### config.mk
export PLATFORM = sky130hd
export DESIGN_NAME = ctbr_ctrl
export DESIGN_NICKNAME = d
export VERILOG_FILES = /design/src/ctbr_pkg.sv /design/src/ctbr_ctrl.sv
export SDC_FILE = /design/constraint.sdc
export NUM_CORES = 1
export LEC_CHECK = 0
export BUFFER_PORTS_ARGS = -buffer_cell sky130_fd_sc_hd__buf_4
export CORE_AREA = 2 2 39 41
export DETAILED_ROUTE_END_ITERATION = 8
export DIE_AREA = 0 0 41 43
export PLACE_DENSITY = 0.57
export SYNTH_ARGS = -nofsm -noshare
export SYNTH_HDL_FRONTEND = slang
export SYNTH_SLANG_ARGS = --single-unit
### constraint.sdc
create_clock -name clk -period 2.26 [get_ports clk]
set_clock_uncertainty 0.2 [all_clocks]
set_input_delay 0.113 -clock clk [delete_from_list [all_inputs] [get_ports clk]]
set_output_delay 0.113 -clock clk [all_outputs]
set_load 0.02 [all_outputs]
### src/ctbr_pkg.sv
// Shared types, command codes and helpers for the code-tracking byte RAM.
package ctbr_pkg;

  localparam logic [1:0] CMD_READ    = 2'd0;
  localparam logic [1:0] CMD_WRITE   = 2'd1;
  localparam logic [1:0] CMD_TRACK   = 2'd2;
  localparam logic [1:0] CMD_UNTRACK = 2'd3;

  localparam logic [31:0] GEN_RESET = 32'd1;

  typedef struct packed {
    logic        tracked;
    logic [31:0] gen;
  } page_entry_t;

  // Per-cycle commands from the controller to the datapath.
  typedef struct packed {
    logic clear;
    logic capture;
    logic calc;
    logic fetch_a;
    logic fetch_b;
    logic fetch_c;
    logic upd_a;
    logic upd_b;
    logic load;
  } dp_cmd_t;

  typedef struct packed {
    logic clear_last;
    logic out_free;
  } dp_status_t;

  // Generation counters never show zero: a wrap lands on one.
  function automatic logic [31:0] gen_bump(input logic [31:0] gen);
    logic [31:0] sum;
    sum = gen + 32'd1;
    return (sum == 32'd0) ? GEN_RESET : sum;
  endfunction

endpackage

### src/ctbr_ctrl.sv
// Controller: sequences the clearing pass and the fixed steps of each transaction.
module ctbr_ctrl (
  input  logic                 clk,
  input  logic                 rst,
  input  logic                 in_valid,
  output logic                 in_ready,
  input  ctbr_pkg::dp_status_t status,
  output ctbr_pkg::dp_cmd_t    cmd
);

  import ctbr_pkg::*;

  typedef enum logic [3:0] {
    ST_CLEAR,
    ST_IDLE,
    ST_CALC,
    ST_FETCH_A,
    ST_FETCH_B,
    ST_FETCH_C,
    ST_UPD_A,
    ST_UPD_B,
    ST_DONE
  } state_t;

  state_t state;
  state_t state_next;

  always_comb begin
    state_next = state;
    cmd        = '0;
    unique case (state)
      ST_CLEAR: begin
        cmd.clear = 1'b1;
        if (status.clear_last) begin
          state_next = ST_IDLE;
        end
      end
      ST_IDLE: begin
        cmd.capture = in_valid && in_ready;
        if (in_valid && in_ready) begin
          state_next = ST_CALC;
        end
      end
      ST_CALC: begin
        cmd.calc   = 1'b1;
        state_next = ST_FETCH_A;
      end
      ST_FETCH_A: begin
        cmd.fetch_a = 1'b1;
        state_next  = ST_FETCH_B;
      end
      ST_FETCH_B: begin
        cmd.fetch_b = 1'b1;
        state_next  = ST_FETCH_C;
      end
      ST_FETCH_C: begin
        cmd.fetch_c = 1'b1;
        state_next  = ST_UPD_A;
      end
      ST_UPD_A: begin
        cmd.upd_a  = 1'b1;
        state_next = ST_UPD_B;
      end
      ST_UPD_B: begin
        cmd.upd_b  = 1'b1;
        state_next = ST_DONE;
      end
      ST_DONE: begin
        // Hold the finished result until the output register can take it.
        if (status.out_free) begin
          cmd.load   = 1'b1;
          state_next = ST_IDLE;
        end
      end
      default: begin
        state_next = ST_IDLE;
      end
    endcase
  end

  always_ff @(posedge clk) begin
    if (rst) begin
      state    <= ST_CLEAR;
      in_ready <= 1'b0;
    end else begin
      state    <= state_next;
      in_ready <= state_next == ST_IDLE;
    end
  end

endmodule

-- Word level (Yosys, flattened, before mapping)
Index checks and enable logic that the tools add are counted.
- equality and inequality tests: 9
- reductions and logical operators: 2
- mux-type cells: 14
- operator list (cell ; number):
    $pmux 4 s9 ; 1
    $eq 4x3->1 const B ; 4
    $mux 4 ; 3
    $mux 1 ; 10
    $eq 4x1->1 const B ; 2
    $eq 4x2->1 const B ; 2
    $eq 4x4->1 const B ; 1
    $logic_not 4->1 ; 1
    $logic_and 1x1->1 ; 1
- flip-flop bits (word level): 5

-- Logic depth before layout (Yosys ltp)
- word-level depth: 4
- mapped depth: 5
- gate-level depth less buffers: 4

-- Least setup slack after synthesis
No wires, ideal clock.
- path kind: flip-flop to output port
- start: reg state[1]
- end: out cmd[7] in the netlist's numbering
- stages on the path, launching flop included: 4
- buffers on the path: 1
- data arrival time: 1.265 ns
- path slack: 0.682 ns
- path through: dfxtp_1 buf_6 nand2b_1 nor4_1
- RTL lines (what ; RTL line ; RTL):
    from (decl) ; ctbr_ctrl.sv:25 ; state_t state;
    from (signal assigned) ; ctbr_ctrl.sv:86 ; state <= state_next;
    to (decl) ; ctbr_ctrl.sv:8 ; output ctbr_pkg::dp_cmd_t cmd

==> results.yml <==
outcome:
  outcome: "complete, no violations"
placement:
  gp_routability_congestion: 0.681
  place_ws_ns: 0.666
  place_area_um2: 439
  detailedPlacementHpwl_um: 597
  port_buffers: 14
worst_hold_path:
  worst_hold_path_type: "in -> reg"
  hold_path_depth: 4
floorplanning:
  core-area_um2: 1380
  die_ar_um2: 1760
  design.portCount: 15
  fp.dieW_um: 41
  die_height_um: 43
  num_rows: 14
  initial_core_utilization_pct: 25.4
cts:
  cts-root-to-sink-buffers: 2
  number_of_cts_inserted_buffers: 3
  cts_sinks: 5
  clk-insertion-delay-late_ns: 0.24
  cts.clk_slew.worst_paths_ns: 0.04
  cts_resized: 0
  post-cts-setup-buffers: 0
  tritoncts: "yes"
  clockRootBuffer: "sky130_fd_sc_hd__clkbuf_4"
  htree_num_levels: 1
power_and_ir_drop:
  cellLeakagePower_nw: 0.207
  cellPowerDensity_nw_per_um2: 571
  report.power.total_w: 0.000272
  vdd.ir_drop.worst_mv: 0.193
yosys:
  synth_seq_cells: 5
  syn_inst: 43
  synth.area.mux_share_pct: 0
  synth_top_family_by_area: "simple AND/OR/NAND/NOR gates"
  post_synth.cell_area_avg_um2: 8.18
  yosys_synthesis_warning_count: 0
  synth.net_count: 48
  synthAdderAreaFrac_pct: 0
  synthSimpleGateAreaFrac_pct: 44.5
  portion_of_the_post_synthesis_area_used_by_sequential_elements_pct: 28.5
  xor_xnor_fraction_of_synth_area_pct: 2.49
  synth_area_um2: 352
  ys_types: 22
  synth-compound-area-share_pct: 12.8
setup_path:
  critical_path_arrival_ns: 1.46
  crit_path_cells: "nand2b_1, nor4_1, buf_4"
  max_stage_delay_ns: 0.57
  criticalPathCategory: "reg -> out"
  setup.worst_path.end_class: "output pin"
  path_max_fanout: 11
  worst_path_max_delay_cell: "sky130_fd_sc_hd__dfxtp_1"
  startpoint_type: "register"
  critical_path_required_ns: 1.95
  r2r.worst_path.cells: 4
sta:
  clock.fmax_ghz: 0.565
  setup_viol: 0
  timing.setup.tns_ns: 0
  final-max-slew-violation-count: 0
  period_share_pct: 78.4
  timing.max_slew.rel_slack_pct: 71.5
  min_period_ns: 1.77
  finalHoldViolations: 0
  grt_setup_unrepaired: "false"
  worst_pin_slew_ns: 0.427
  final.setup.worst_slack_ns: 0.489
layout:
  post_route_cells_drive_above_1_share_pct: 34.5
  nNetsFinal: 64
  diodes: 0
  area_growth_from_synthesis_to_layout_pct: 35.2
  post_layout_inst_area_um2: 475
global_route:
  grt_pass1_vias: 312
  grt_max_degree: 15
  globalRoute.totalOverflow: 0
  grt_first_pass_wirelength_um: 1300
  global_route.usage.total_pct: 11.0
  antenna_found_initial: 0
routing:
  totalWireLength_um: 845
  number_of_design_rule_violations_left_after_detail_routing: 0
  post_drt_wl_per_cell_um: 11.4
  num_vias: 353
  dr.pass1.iters: 4
  average_vias_per_placed_instance: 4.77
  drt_iter0_drc: 10
  postRouteAntennaNets: 0
job:
  max-cap-violations: 0
cell type report:
| class | count | area [um2] |
|---|---|---|
| clock buffer | 4 | 26.3 |
| tap | 16 | 20.0 |
| multi-input combinational | 33 | 210 |
| inverter | 1 | 3.75 |
| timing repair buffer | 15 | 115 |
| sequential | 5 | 100 |
| fill | 158 | 908 |
synth_stat cells, drive strengths merged:
cell type  count  area, um2
nor4           2       12.5
and2           1       6.26
nor3           6       41.3
xor2           1       8.76
clkbuf         1       3.75
nand2b         3       18.8
inv            1       3.75
nor2           4       15.0
a31oi          2       18.8
and4b          1       13.8
nand3          1       5.00
and3           2       12.5
nand2          4       15.0
dfxtp          5        100
o21a           1       7.51
nand4b         1       8.76
buf            3       33.8
a21oi          2       10.0
o311ai         1       8.76
and2b          1       7.51
where the power goes:
| group | switching [W] | internal, W | total, W | leakage (nW) |
|---|---|---|---|---|
| clock network | 0.0000376 | 0.0000668 | 0.000104 | 0.0150 |
| logic | 0.0000284 | 0.0000300 | 0.0000584 | 0.151 |
| registers | 0.0000142 | 0.0000947 | 0.000109 | 0.0409 |
per-stage QoR:
step / instances / hold WS, ns / utilization, %
6_report: 74 / 0.0239 / 34.4
2_1_floorplan: 43 / -0.0146 / -
4_1_cts: 74 / 0.0200 / 34.4
5_1_grt: 74 / 0.0399 / 34.4
3_5_place_dp: 69 / 0.114 / 31.7
3_3_place_gp: 69 / 0.116 / 31.7
worst max-delay path, delay by kind of cell (launching register included):
family	cells	cell delay, ns
simple gates	2	0.44
buf+inv	1	0.20
flops	1	0.57
placed cells by master (no fill, tap or decap):
master                          instances
sky130_fd_sc_hd__a31oi_2                1
sky130_fd_sc_hd__nor2_1                 4
sky130_fd_sc_hd__nor3_4                 1
sky130_fd_sc_hd__a21oi_1                2
sky130_fd_sc_hd__nand3_1                1
sky130_fd_sc_hd__nor4_1                 2
sky130_fd_sc_hd__and4b_4                1
sky130_fd_sc_hd__nor3_1                 5
sky130_fd_sc_hd__dfxtp_1                5
sky130_fd_sc_hd__clkbuf_4               3
sky130_fd_sc_hd__o311ai_0               1
sky130_fd_sc_hd__xor2_1                 1
sky130_fd_sc_hd__and2b_1                1
sky130_fd_sc_hd__buf_4                 14
sky130_fd_sc_hd__inv_1                  1
sky130_fd_sc_hd__o21a_1                 1
sky130_fd_sc_hd__nand2_1                4
sky130_fd_sc_hd__nand2b_1               3
sky130_fd_sc_hd__a31oi_1                1
sky130_fd_sc_hd__and2_1                 1
sky130_fd_sc_hd__and3_1                 2
sky130_fd_sc_hd__dlygate4sd3_1          1
sky130_fd_sc_hd__nand4b_1               1
sky130_fd_sc_hd__clkbuf_1               1
cell families (layout without fill, tap and decap cells):
logic type | Yosys count | count (layout)
xor gates and xnor gates | 1 | 1
and+or+nand+nor | 26 | 26
DFF | 5 | 5
AOI/OAI and AO/OA | 6 | 6
buffers and inverters | 5 | 20
worst paths after layout:
kind	slack (ns)	end	startpoint
max	0.49	cmd[7]	state[0]
min reg2reg	0.47	state[1]	in_ready
min	0.02	state[3]	status[0]
max reg2reg	0.68	in_ready	state[2]
routing by layer:
layer | routed length, um | global-route usage (%)
met1 | 389 | 14.1
met2 | 365 | 15.0
met3 | 90 | 6.28
met4 | 0 | 4.00
met5 | 0 | 0
registers in the layout, summed over array words and instances, names as in the netlist:
signal    flops
state         4
in_ready      1
timing repair:
| item | in CTS | in global routing |
|---|---|---|
| hold buffers | 1 | 0 |
| endpoints found under the setup margin | 0 | 0 |
| endpoints found under the hold margin | 3 | 0 |
Power figures use the tool's default switching activity.
